File: config.mk
export PLATFORM = sky130hd
export DESIGN_NAME = utf8_stream_decoder_top_flat
export DESIGN_NICKNAME = d
export VERILOG_FILES = /design/src/rtl/u8sd_pkg.sv /design/src/rtl/u8sd_stream_if.sv /design/src/rtl/u8sd_decode.sv /design/src/rtl/u8sd_emit.sv /design/src/rtl/utf8_stream_decoder_top.sv /design/src/flat_wrapper.sv
export SDC_FILE = /design/constraint.sdc
export NUM_CORES = 1
export LEC_CHECK = 0
export ABC_CLOCK_PERIOD_IN_PS = 6600
export BUFFER_PORTS_ARGS = -buffer_cell sky130_fd_sc_hd__buf_4
export CORE_UTILIZATION = 59
export CTS_CLUSTER_SIZE = 8
export DETAILED_ROUTE_END_ITERATION = 10
export PLACE_DENSITY_LB_ADDON = 0.15
export SETUP_SLACK_MARGIN = 0.4
export SLEW_MARGIN = 20
export SYNTH_ARGS = -nofsm -noshare
export SYNTH_HDL_FRONTEND = slang
export SYNTH_SLANG_ARGS = --single-unit
File: constraint.sdc
create_clock -name clk -period 6.6 [get_ports clk]
set_clock_uncertainty 0.1 [all_clocks]
set_input_delay 0.99 -clock clk [delete_from_list [all_inputs] [get_ports clk]]
set_output_delay 0.99 -clock clk [all_outputs]
set_load 0.03 [all_outputs]
File: src/rtl/u8sd_pkg.sv
// types and constants of the utf8 stream decoder
`default_nettype none

package u8sd_pkg;

  localparam int unsigned CpW = 21;

  localparam logic [CpW-1:0] REPL_CP = 21'h00FFFD;

  // byte classes: mask and tag
  localparam logic [7:0] ASCII_MASK = 8'h80;
  localparam logic [7:0] ASCII_TAG  = 8'h00;
  localparam logic [7:0] CONT_MASK  = 8'hC0;
  localparam logic [7:0] CONT_TAG   = 8'h80;
  localparam logic [7:0] LEAD2_MASK = 8'hE0;
  localparam logic [7:0] LEAD2_TAG  = 8'hC0;
  localparam logic [7:0] LEAD3_MASK = 8'hF0;
  localparam logic [7:0] LEAD3_TAG  = 8'hE0;
  localparam logic [7:0] LEAD4_MASK = 8'hF8;
  localparam logic [7:0] LEAD4_TAG  = 8'hF0;

  // payload bits kept from each byte kind
  localparam logic [7:0] LEAD2_BITS = 8'h1F;
  localparam logic [7:0] LEAD3_BITS = 8'h0F;
  localparam logic [7:0] LEAD4_BITS = 8'h07;
  localparam logic [7:0] CONT_BITS  = 8'h3F;

  // what one accepted item leaves for the output side
  typedef struct packed {
    logic [1:0]     repl_cnt;   // leading replacement beats, 0..3
    logic           tail_vld;   // one more beat after them
    logic [CpW-1:0] tail_cp;
    logic           tail_repl;
  } run_t;

endpackage

`default_nettype wire

File: src/rtl/u8sd_stream_if.sv
// valid/ready channel interfaces of the utf8 stream decoder
`default_nettype none

interface u8sd_in_if;
  logic       valid;
  logic       ready;
  logic [7:0] in_byte;
  logic       end_of_text;

  modport source (output valid, output in_byte, output end_of_text, input ready);
  modport sink   (input valid, input in_byte, input end_of_text, output ready);
endinterface

interface u8sd_out_if;
  logic                      valid;
  logic                      ready;
  logic [u8sd_pkg::CpW-1:0]  code_point;
  logic                      is_replacement;
  logic                      last_of_run;

  modport source (output valid, output code_point, output is_replacement,
                  output last_of_run, input ready);
  modport sink   (input valid, input code_point, input is_replacement,
                  input last_of_run, output ready);
endinterface

`default_nettype wire

File: src/rtl/u8sd_decode.sv
// sequence state and per-byte decode into a run of result beats
`default_nettype none

module u8sd_decode (
  input  wire logic           clk,
  input  wire logic           rst_n,
  input  wire logic           acc,
  input  wire logic [7:0]     in_byte,
  input  wire logic           end_of_text,
  output u8sd_pkg::run_t      run
);

  logic [u8sd_pkg::CpW-1:0] pv_r, pv_nxt;
  logic [1:0]               exp_r, exp_nxt;
  logic [1:0]               tkn_r, tkn_nxt;

  logic                     pending;
  logic                     is_cont;
  logic                     cont_take;
  logic                     flush;
  logic                     fresh;
  logic [1:0]               tkn_clip;
  logic [u8sd_pkg::CpW-1:0] shifted;

  // byte classification and the three paths of one item
  always_comb begin
    pending   = (exp_r != 2'd0);
    is_cont   = ((in_byte & u8sd_pkg::CONT_MASK) == u8sd_pkg::CONT_TAG);
    cont_take = !end_of_text && pending && is_cont;
    flush     = pending && (end_of_text || !is_cont);
    fresh     = !end_of_text && !cont_take;
    tkn_clip  = (tkn_r == 2'd3) ? 2'd2 : tkn_r;
    shifted   = {pv_r[u8sd_pkg::CpW-7:0], in_byte[5:0]};
  end

  // next state and the run of beats for this item
  always_comb begin
    pv_nxt  = pv_r;
    exp_nxt = exp_r;
    tkn_nxt = tkn_r;
    run     = '0;

    // missing continuation or end of text: one beat for the lead, one per continuation
    if (flush) begin
      run.repl_cnt = tkn_clip + 2'd1;
      pv_nxt       = '0;
      exp_nxt      = 2'd0;
      tkn_nxt      = 2'd0;
    end

    // continuation gathers six bits
    if (cont_take) begin
      if (exp_r == 2'd1) begin
        run.tail_vld  = 1'b1;
        run.tail_cp   = shifted;
        run.tail_repl = 1'b0;
        pv_nxt        = '0;
        exp_nxt       = 2'd0;
        tkn_nxt       = 2'd0;
      end else begin
        pv_nxt  = shifted;
        exp_nxt = exp_r - 2'd1;
        tkn_nxt = tkn_r + 2'd1;
      end
    end

    // byte handled as if nothing were pending
    if (fresh) begin
      if ((in_byte & u8sd_pkg::ASCII_MASK) == u8sd_pkg::ASCII_TAG) begin
        run.tail_vld  = 1'b1;
        run.tail_cp   = {{(u8sd_pkg::CpW-8){1'b0}}, in_byte};
        run.tail_repl = 1'b0;
      end else if ((in_byte & u8sd_pkg::LEAD2_MASK) == u8sd_pkg::LEAD2_TAG) begin
        pv_nxt  = {{(u8sd_pkg::CpW-8){1'b0}}, in_byte & u8sd_pkg::LEAD2_BITS};
        exp_nxt = 2'd1;
        tkn_nxt = 2'd0;
      end else if ((in_byte & u8sd_pkg::LEAD3_MASK) == u8sd_pkg::LEAD3_TAG) begin
        pv_nxt  = {{(u8sd_pkg::CpW-8){1'b0}}, in_byte & u8sd_pkg::LEAD3_BITS};
        exp_nxt = 2'd2;
        tkn_nxt = 2'd0;
      end else if ((in_byte & u8sd_pkg::LEAD4_MASK) == u8sd_pkg::LEAD4_TAG) begin
        pv_nxt  = {{(u8sd_pkg::CpW-8){1'b0}}, in_byte & u8sd_pkg::LEAD4_BITS};
        exp_nxt = 2'd3;
        tkn_nxt = 2'd0;
      end else begin
        // stray continuation or invalid lead
        run.tail_vld  = 1'b1;
        run.tail_cp   = u8sd_pkg::REPL_CP;
        run.tail_repl = 1'b1;
      end
    end
  end

  // sequence state, updated on each accepted beat
  always_ff @(posedge clk) begin
    if (!rst_n) begin
      pv_r  <= '0;
      exp_r <= 2'd0;
      tkn_r <= 2'd0;
    end else if (acc) begin
      pv_r  <= pv_nxt;
      exp_r <= exp_nxt;
      tkn_r <= tkn_nxt;
    end
  end

endmodule

`default_nettype wire

File: src/rtl/u8sd_emit.sv
// result register that plays out a run of beats, one per cycle while out_ready is high
`default_nettype none

module u8sd_emit (
  input  wire logic                      clk,
  input  wire logic                      rst_n,
  input  wire logic                      load,
  input  wire u8sd_pkg::run_t            run,
  input  wire logic                      out_ready,
  output logic                           out_valid,
  output logic [u8sd_pkg::CpW-1:0]       out_cp,
  output logic                           out_repl,
  output logic                           out_last
);

  logic [1:0]               cnt_r, cnt_nxt;
  logic                     tv_r, tv_nxt;
  logic [u8sd_pkg::CpW-1:0] tcp_r, tcp_nxt;
  logic                     trep_r, trep_nxt;

  // current beat: replacements first, then the tail
  always_comb begin
    out_valid = (cnt_r != 2'd0) || tv_r;
    if (cnt_r != 2'd0) begin
      out_cp   = u8sd_pkg::REPL_CP;
      out_repl = 1'b1;
      out_last = (cnt_r == 2'd1) && !tv_r;
    end else begin
      out_cp   = tcp_r;
      out_repl = trep_r;
      out_last = 1'b1;
    end
  end

  // load a new run or step the current one
  always_comb begin
    cnt_nxt  = cnt_r;
    tv_nxt   = tv_r;
    tcp_nxt  = tcp_r;
    trep_nxt = trep_r;
    if (load) begin
      cnt_nxt  = run.repl_cnt;
      tv_nxt   = run.tail_vld;
      tcp_nxt  = run.tail_cp;
      trep_nxt = run.tail_repl;
    end else if (out_valid && out_ready) begin
      if (cnt_r != 2'd0) begin
        cnt_nxt = cnt_r - 2'd1;
      end else begin
        tv_nxt = 1'b0;
      end
    end
  end

  always_ff @(posedge clk) begin
    if (!rst_n) begin
      cnt_r <= 2'd0;
      tv_r  <= 1'b0;
    end else begin
      cnt_r <= cnt_nxt;
      tv_r  <= tv_nxt;
    end
    tcp_r  <= tcp_nxt;
    trep_r <= trep_nxt;
  end

endmodule

`default_nettype wire

File: src/rtl/utf8_stream_decoder_top.sv
// Streaming UTF-8 decoder: takes byte beats and gives Unicode code points, with U+FFFD
// replacement for malformed input (missing continuation, stray continuation, bytes F8-FF,
// unfinished sequence at end of text). An item with at most one result does not hold the
// input while out_ready is high, so plain text flows at one byte per clock. An item with
// more results (up to 4) holds the input until its run has left, since the single result
// register plays out one beat per cycle while out_ready is high; the next byte is taken
// in the same cycle as the last beat of the run. The last_of_run flag marks the final beat
// caused by an input item. No overlong, surrogate or range checks are made.
`default_nettype none

module utf8_stream_decoder_top (
  input  wire logic       clk,
  input  wire logic       rst_n,
  u8sd_in_if.sink         in_ch,
  u8sd_out_if.source      out_ch
);

  u8sd_pkg::run_t run;
  logic           acc;
  logic           o_valid;
  logic           o_last;

  // take a new beat when the result register is empty or finishing its run
  assign in_ch.ready = !o_valid || (out_ch.ready && o_last);
  assign acc         = in_ch.valid && in_ch.ready;

  u8sd_decode u_decode (
    .clk         (clk),
    .rst_n       (rst_n),
    .acc         (acc),
    .in_byte     (in_ch.in_byte),
    .end_of_text (in_ch.end_of_text),
    .run         (run)
  );

  u8sd_emit u_emit (
    .clk       (clk),
    .rst_n     (rst_n),
    .load      (acc),
    .run       (run),
    .out_ready (out_ch.ready),
    .out_valid (o_valid),
    .out_cp    (out_ch.code_point),
    .out_repl  (out_ch.is_replacement),
    .out_last  (o_last)
  );

  assign out_ch.valid       = o_valid;
  assign out_ch.last_of_run = o_last;

endmodule

`default_nettype wire

File: src/flat_wrapper.sv
// flat-port wrapper written by rule: the top's interface ports become plain ports
module utf8_stream_decoder_top_flat 
  (clk, rst_n, in_ch_valid, in_ch_in_byte, in_ch_end_of_text, in_ch_ready, out_ch_valid, out_ch_code_point, out_ch_is_replacement, out_ch_last_of_run, out_ch_ready);
  u8sd_in_if in_ch_i ();
  u8sd_out_if out_ch_i ();
  input  wire logic clk;
  input  wire logic rst_n;
  input wire logic [$bits(in_ch_i.valid)-1:0] in_ch_valid;
  input wire logic [$bits(in_ch_i.in_byte)-1:0] in_ch_in_byte;
  input wire logic [$bits(in_ch_i.end_of_text)-1:0] in_ch_end_of_text;
  output wire logic [$bits(in_ch_i.ready)-1:0] in_ch_ready;
  output wire logic [$bits(out_ch_i.valid)-1:0] out_ch_valid;
  output wire logic [$bits(out_ch_i.code_point)-1:0] out_ch_code_point;
  output wire logic [$bits(out_ch_i.is_replacement)-1:0] out_ch_is_replacement;
  output wire logic [$bits(out_ch_i.last_of_run)-1:0] out_ch_last_of_run;
  input wire logic [$bits(out_ch_i.ready)-1:0] out_ch_ready;
  assign in_ch_i.valid = in_ch_valid;
  assign in_ch_i.in_byte = in_ch_in_byte;
  assign in_ch_i.end_of_text = in_ch_end_of_text;
  assign in_ch_ready = in_ch_i.ready;
  assign out_ch_valid = out_ch_i.valid;
  assign out_ch_code_point = out_ch_i.code_point;
  assign out_ch_is_replacement = out_ch_i.is_replacement;
  assign out_ch_last_of_run = out_ch_i.last_of_run;
  assign out_ch_i.ready = out_ch_ready;
  utf8_stream_decoder_top u_core (.clk(clk), .rst_n(rst_n), .in_ch(in_ch_i), .out_ch(out_ch_i));
endmodule
=== Word level (Yosys, flattened, before mapping) ===
Cells that the tools add are included.

* Muxes and demuxes: 42
* Reduce and logical (&&, ||, !) cells: 23
* Equality and inequality tests: 8
* Add/subtract/negate cells: 4

{| class="wikitable"
|+ Operator list
! kind !! number
|-
| $mux 21 || 9
|-
| $mux 23 || 7
|-
| $mux 2 || 21
|-
| $logic_and 1x1->1 || 8
|-
| $logic_not 8->1 || 1
|-
| $reduce_bool 2->1 || 4
|-
| $eq 5x5->1 const B || 1
|-
| $logic_not 1->1 || 5
|-
| $mux 1 || 5
|-
| $add 2x1->2 const B || 2
|-
| $eq 2x1->1 const B || 2
|-
| $eq 2x2->1 const B || 2
|-
| $eq 4x4->1 const B || 1
|-
| $reduce_and 2->1 || 2
|-
| $sub 2x1->2 const B || 2
|-
| $eq 3x3->1 const B || 1
|-
| $logic_or 1x1->1 || 3
|-
| $ne 2x1->1 const B || 1
|}

* Output and inout bits: 25
* Logic and storage cells: 84
* Flip-flop bits (word level): 50
* Bits of input ports: 13

=== Longest topological paths before layout ===
Gate-level depths: netlist of run 1.

* Depth in word-level cells: 11
* Gate-level depth with buffers: 8
* Mapped depth without buffers: 7

=== Modules after synthesis ===
From an unflattened synthesis of run 1, not the netlist that was laid out.

* Cell total of the unflattened synthesis: 204
* Area total of the unflattened synthesis: 2159.6 µm²

{| class="wikitable"
|+ By module, submodules not included
! module !! area each (µm²) !! instances !! cells an instance !! seq. area each (µm²)
|-
| u8sd_decode || 1142.3 || 1 || 132 || 380.4
|-
| u8sd_emit || 998.5 || 1 || 69 || 720.7
|-
| utf8_stream_decoder_top || 18.8 || 1 || 3 || 0.0
|}

=== Least setup slack after synthesis of run 1 ===
OpenSTA, ideal clock, no wires.

* Path type: input to output
* Start: in out_ch_ready
* End: out in_ch_ready
* Required time: 5510 ps
* Arrival time: 1649 ps
* Path buffers: 0
* Cell stages on the path: 2
* Slack: 3861 ps
* Path through: and2_4 > or3_1

* Longest elaborated chain between the ends: 2

{| class="wikitable"
|+ RTL lines
! what !! RTL line !! source
|-
| start: declaration || flat_wrapper.sv:16 || <nowiki>input wire logic [$bits(out_ch_i.ready)-1:0] out_ch_ready;</nowiki>
|-
| $logic_and 1x1->1 || utf8_stream_decoder_top.sv:24 || <nowiki>assign in_ch.ready = !o_valid || (out_ch.ready && o_last);</nowiki>
|-
| $logic_or 1x1->1 || utf8_stream_decoder_top.sv:24 ||
|-
| end: declaration || flat_wrapper.sv:11 || <nowiki>output wire logic [$bits(in_ch_i.ready)-1:0] in_ch_ready;</nowiki>
|}

Every way passes these cells.

=== Worst setup path in the final report of run 1 ===
* Start: reg u_core.u_emit.cnt_r[0]
* End: out in_ch_ready

* Longest elaborated chain between the ends: 5
* Elaborated cells between the ends (all ways): 8
* Those cells by class: 1 x eq/ne; 1 x mux; 6 x reduce/logical

{| class="wikitable"
|+ RTL lines
! what !! RTL line !! source
|-
| start: declaration || u8sd_emit.sv:16 || <nowiki>logic [1:0] cnt_r, cnt_nxt;</nowiki>
|-
| start signal: assignment || u8sd_emit.sv:60 || <nowiki>cnt_r <= cnt_nxt;</nowiki>
|-
| $eq 2x1->1 || u8sd_emit.sv:27 || <nowiki>out_last = (cnt_r == 2'd1) && !tv_r;</nowiki>
|-
| $logic_and 1x1->1 || u8sd_emit.sv:27 ||
|-
| $mux 1 || u8sd_emit.sv:24 || <nowiki>if (cnt_r != 2'd0) begin</nowiki>
|-
| $logic_and 1x1->1 || utf8_stream_decoder_top.sv:24 ||
|-
| $logic_or 1x1->1 (*) || utf8_stream_decoder_top.sv:24 ||
|}

Mark *: on every way between the ends. The rest lies on a longest branch, timed or not.

==> results of run 1 <==
[synth_stat cells (all sizes together), types with 2 or more instances]
library cell / instances / area (um^2)
nand3b: 2 / 15.0
nand2b: 16 / 100
buf: 3 / 21.3
ha: 6 / 75.1
clkbuf: 10 / 37.5
a32o: 2 / 20.0
nor3: 4 / 20.0
a22o: 15 / 131
or3: 2 / 12.5
o31ai: 3 / 36.3
and3b: 2 / 17.5
nand2: 8 / 30.0
nor2b: 3 / 18.8
a21boi: 2 / 26.3
o21a: 6 / 45.0
inv: 12 / 47.6
dfxtp: 22 / 440
and2: 13 / 83.8
a21oi: 6 / 30.0
a21o: 12 / 90.1
nor4: 2 / 12.5
edfxtp: 22 / 661
nor2: 9 / 33.8
nand3: 2 / 10.0
o21ai: 3 / 15.0
[kinds of logic after synthesis]
kind of cell             synth area share [%]
buffers and inverters                    4.95
AND/OR/NAND/NOR                          18.5
AO/OA/AOI/OAI                            21.4
flip-flops                               51.2
multiplexers                            0.524
adder cells (fa/ha/maj)                  3.49
[placed cells by master, fill, tap and decap left out, types with 2 or more instances in the layout]
cell type	n
buf_4	37
dfxtp_1	22
edfxtp_1	22
nand2b_1	16
a22o_1	15
and2_1	12
a21o_1	12
inv_1	11
nor2_1	9
nand2_1	8
a21oi_1	6
o21a_1	6
ha_1	6
clkbuf_4	5
nor3_1	4
nor2b_1	3
and3b_1	2
o31ai_1	2
nand3_1	2
or3_1	2
nand3b_1	2
nor4_1	2
o21ai_0	2
a32o_1	2
[cell type report]
| type | instances | area share (%) |
|---|---|---|
| inverter | 12 | 1.90 |
| tap | 46 | 2.30 |
| clock inverter | 2 | 1.40 |
| multi-input combinational | 132 | 37.7 |
| timing repair buffer | 37 | 11.1 |
| sequential | 44 | 44.0 |
| clock buffer | 6 | 1.65 |
[registers in the layout (all words and copies together) (netlist names)]
signal                 flops
u_core.u_emit.tcp_r       21
u_core.u_decode.pv_r      15
u_core.u_decode.exp_r      2
u_core.u_decode.tkn_r      2
u_core.u_emit.cnt_r        2
u_core.u_emit.trep_r       1
u_core.u_emit.tv_r         1
[metrics by stage]
step | hold slack [ns] | std cells
global placement | 0.353 | 271
global route | 0.413 | 279
floorplan | 0.340 | 201
CTS | 0.390 | 279
finish | 0.390 | 279
detailed placement | 0.360 | 271
[how the worst min path moves through the flow]
stage               cells past startpoint  slack (ns)                                    end
detailed placement                      1        0.36  u_core.u_decode.pv_r[11]$_SDFFE_PN0P_
global route                            1        0.41  u_core.u_decode.pv_r[10]$_SDFFE_PN0P_
finish                                  1        0.39  u_core.u_decode.pv_r[12]$_SDFFE_PN0P_
CTS                                     1        0.39  u_core.u_decode.pv_r[12]$_SDFFE_PN0P_
global placement                        1        0.35  u_core.u_decode.pv_r[10]$_SDFFE_PN0P_
floorplan                               1        0.34  u_core.u_decode.pv_r[10]$_SDFFE_PN0P_
[critical path: cells and delay by family (launching register included)]
family	cells	cell delay, ns
simple gates	2	0.68
fa+ha+maj	1	0.47
buf+inv	2	0.23
flops	1	0.40
[layer usage]
layer  up-vias  global-route usage (%)  share of wire (%)
li1        781                       -                  -
met1       762                    24.5                 39
met2        54                    41.5                 54
met3         8                    5.15                5.6
met4         0                    8.43                1.6
met5         -                       0                  0
[power groups by stage]
stage	Clock (mW)	Combinational [mW]	Sequential (mW)
finish	0.161	0.490	0.346
global route	0.172	0.526	0.351
CTS	0.163	0.496	0.346
detailed placement	0	0.495	0.352
global placement	0	0.481	0.351
floorplan	0	0.336	0.349
==> reports/results.ini, run 1 <==
[placed_design]
place_ws_ns=3.69
gp_congestion=0.872
io_buffers=37
dpl.hpwl_um=2840
placed_area_um2=2430

[sta]
setup_slack_ns=3.38
drv_slew=0
relSlewSlack_pct=29.7
timing.final.crit_share_pct=48.8
finalSetupTns_ns=0
max_freq_mhz=311
hold_viol=0
rsz0062_at_grt=no
period_needed_ns=3.22
setup_violations=0
worstMarginPinSlew_ns=1.05

[power]
power.density_nw_per_um2=398
power_switching_uw=405
clkPwrFrac_pct=16.1
swShare_pct=40.7
power.leakage_nw=1.11
seq_power_share_pct=34.7
comb_power_share_pct=49.2
internal-power_uw=591
p_total_uw=996
vdd_drop_max_mv=0.286

[worst_setup_path]
rr_startpoint=u_core.u_emit.cnt_r[0]$_SDFFE_PN0P_
worst_setup_path_start_kind=flip-flop
criticalPathCategory=flip-flop to primary output
slowest_delay_ns=0.47
worstPathMaxFanout=26
worstSetupStartpoint=u_core.u_emit.cnt_r[0]$_SDFFE_PN0P_
critPathCaptureType=primary output
cp-endpoint=in_ch_ready
worst_path_max_delay_cell=ha_1
crit_arrival_ns=2.13
r2r_cells=7
critical_path_required_ns=5.51
cp_cell_sequence=inv_1 > ha_1 > and2b_4 > or3_1 > buf_4
r2r-end=u_core.u_decode.tkn_r[0]$_SDFFE_PN0P_
ff2ff_setup_slack_ns=3.78

[global_route]
grt_usage_pct=22.3
overflow=0
grt_pass1_vias=1537
grt_start_max_net_pins=30
antenna_found_initial=0
grt_pass1_wl_um=6790

[cells_and_area]
fillCellCount=253
seq_area_um2=1100
layout-drive-gt1-share_pct=21.9
multiInputGateArea_um2=942
antenna_cells=0
final_util_pct=73.3
area_growth_pct=16.4
fin_nets=251
postLayoutCellArea_um2=2500

[synth]
ys.warnings.count=0
netlist_area_um2=2150
synth_fp_nets=220
synth-edff-count=22
syn_inst=201
ys.flop_type=edfxtp_1
ys_seq_area_share_pct=51.2
async_flop_share_pct=0
ys_seq_elements=44
synth.distinct_cells=45
syn_area_per_cell_um2=10.7

[detailed_routing]
first_pass_iters=4
drt-initial-drc-count=71
drcViolationCount=0
wl_um=4000
drt-wirelength-per-cell_um=14.3
drtAntennaViolNets=0
vias=1605
viasPerCell=5.75

[clock_network]
numCtsBuffers=5
path_clk_slew_ns=0.12
cts_root_buf=clkbuf_4
clk_latency_ns=0.34
ctsResizeCount=0
cts.sinks=44
postCtsSetupRepairBufs=0
htreeDepth=2
hold_buffers=0
cts_buffer_depth=2
cts_tree=yes

[floorplan]
fp.coreArea_um2=3420
fp.dieW_um=62.4
initial_core_util_pct=62.9
dieHeight_um=62.4
ios=38
die_area_um2=3890
row_count=21

[hold_path]
hp-class=flip-flop to flip-flop
hp-start=u_core.u_decode.pv_r[12]$_SDFFE_PN0P_

[job]
maxCapViolCount=0

[status]
outcome=completed

Note: power is estimated with default switching activity, not from simulation.
==> inputs of run 2 (changes only) <==
--- a/config.mk
+++ b/config.mk
@@ -5,9 +5,9 @@
 export SDC_FILE = /design/constraint.sdc
 export NUM_CORES = 1
 export LEC_CHECK = 0
-export ABC_CLOCK_PERIOD_IN_PS = 6600
+export ABC_CLOCK_PERIOD_IN_PS = 2820
 export BUFFER_PORTS_ARGS = -buffer_cell sky130_fd_sc_hd__buf_4
-export CORE_UTILIZATION = 59
+export CORE_UTILIZATION = 50
 export CTS_CLUSTER_SIZE = 8
 export DETAILED_ROUTE_END_ITERATION = 10
 export PLACE_DENSITY_LB_ADDON = 0.15
==> constraint.sdc (replaced) <==
create_clock -name clk -period 2.82 [get_ports clk]
set_clock_uncertainty 0.1 [all_clocks]
set_input_delay 0.423 -clock clk [delete_from_list [all_inputs] [get_ports clk]]
set_output_delay 0.423 -clock clk [all_outputs]
set_load 0.03 [all_outputs]
==> run 2 against run 1 <==
Combinational power up 140%; clock power rose to 2.9 times the previous value; global-route usage down 2.3 points; register-to-register slack worse by 3.1 ns; sequential share of layout area is 1.2 points lower; critical endpoint unchanged; critical path type unchanged; sequential power increased by 130%.
==> reports/results.ini, run 2 (same netlist as run 1, synthesis figures left out) <==
[clock_network]
postCtsSetupRepairBufs=0
numCtsBuffers=5
cts_root_buf=clkbuf_8
cts_buffer_depth=2
cts.sinks=44
cts_tree=yes
path_clk_slew_ns=0.08
hold_buffers=0
ctsResizeCount=0
clk_latency_ns=0.29
htreeDepth=2

[sta]
timing.hold.ws_ns=0.253
hold_viol=0
setup_violations=0
finalSetupTns_ns=0
rsz0062_at_grt=no
relSlewSlack_pct=50.4
timing.final.crit_share_pct=77.8
max_freq_mhz=456
period_needed_ns=2.19
setup_slack_ns=0.626
drv_slew=0
worstMarginPinSlew_ns=0.741

[cells_and_area]
area_growth_pct=19.7
seq_area_um2=1100
fillCellCount=327
largest_reg_flops=21
top_register=u_core.u_emit.tcp_r
antenna_cells=0
layout-drive-gt1-share_pct=22.9
fin_nets=254
final_common_cell=buf_4
fin_cells=286
top_regs=u_core.u_emit.tcp_r: 21 flops, u_core.u_decode.pv_r: 15 flops
multiInputGateArea_um2=942
layout_common_cells=buf_4 (39), dfxtp_1 (22), edfxtp_1 (22)

[floorplan]
fp.coreArea_um2=4060
ios=38
die_area_um2=4570
initial_core_util_pct=53.0
fp.dieW_um=67.6
dieHeight_um=67.6
row_count=23

[global_route]
grt_usage_pct=20.1
grt_pass1_wl_um=6580
antenna_found_initial=0
overflow=0
grt_pass1_vias=1443
grt_start_max_net_pins=30

[worst_setup_path]
crit_arrival_ns=1.67
worst_setup_path_start_kind=flip-flop
slowest_delay_ns=0.39
critPathCaptureType=primary output
cp_cell_sequence=inv_1 > ha_1 > and2b_4 > or3_1 > buf_4
criticalPathCategory=flip-flop to primary output
critical_path_required_ns=2.30
worstPathMaxFanout=4
worst_path_max_delay_cell=dfxtp_1
critPathBufInv=2
critPathTopFamily=simple AND/OR/NAND/NOR gates

[placed_design]
place_ws_ns=0.490
dpl.hpwl_um=2900
dp.cells=277
gp_congestion=0.976
io_buffers=37

[detailed_routing]
wl_um=4110
vias=1558
drtAntennaViolNets=0
drcViolationCount=0
drt-initial-drc-count=88
viasPerCell=5.45
drt-wirelength-per-cell_um=14.4
first_pass_iters=4

[power]
power.density_nw_per_um2=947
p_total_mw=2.44
power.leakage_nw=1.14
vdd_drop_max_mv=0.681

[job]
maxCapViolCount=0

[status]
outcome=completed

[hold_path]
hp-class=primary input to flip-flop

[run 2: cell types whose count changed in the layout (fill, tap and decap cells not counted)]
cell / change
clkbuf_4: -5
clkbuf_8: +5
buf_4: +2
buf_12: +1
[run 2: layout make-up]
cell class / instances / share of cell area [%]
clock inverter: 2 / 1.36
timing repair buffer: 40 / 12.2
sequential: 44 / 42.8
tap: 50 / 2.43
multi-input combinational: 132 / 36.6
inverter: 12 / 1.85
clock buffer: 6 / 2.82
[run 2: final timing paths]
path	from	end	slack [ns]	depth (start not counted)
setup / recovery	u_core.u_emit.cnt_r[0]$_SDFFE_PN0P_	in_ch_ready	0.63	5
hold / removal	in_ch_in_byte[2]	u_core.u_decode.pv_r[2]$_SDFFE_PN0P_	0.25	2
setup reg to reg	u_core.u_emit.cnt_r[0]$_SDFFE_PN0P_	u_core.u_decode.tkn_r[1]$_SDFFE_PN0P_	0.64	8
hold reg to reg	u_core.u_decode.pv_r[10]$_SDFFE_PN0P_	u_core.u_decode.pv_r[10]$_SDFFE_PN0P_	0.38	1
[run 2: power by group]
part / internal, mW / switching, mW / total (mW)
Sequential: 0.786 / 0.0248 / 0.811
Clock: 0.263 / 0.201 / 0.464
Combinational: 0.426 / 0.736 / 1.16
Total: 1.47 / 0.962 / 2.44
[run 2: worst reg2reg max path, stage by stage (launching register included)]
cell      delay (ns)
dfxtp_1         0.39
inv_1           0.07
ha_1            0.22
and2b_4         0.19
o31ai_4         0.39
inv_4           0.24
a21boi_4        0.23
buf_12          0.15
a22o_1          0.15
[run 2: layer usage]
layer  GRT usage [%]  part of all wire [%]  wire length (um)  up-vias
met5               0                     0                 0        -
met4            9.57                  0.78                32        0
met1            24.2                    43              1770      719
met3            5.91                   5.0               204        2
met2            32.4                    51              2100       45
li1                -                     -                 -      792
[run 2: through the flow]
stage                     cell area (um^2)  utilization [%]
after floorplan                       2150                -
after global placement                2450             60.3
after detailed placement              2450             60.3
after CTS                             2550             62.9
after global routing                  2570             63.4
final                                 2570             63.4
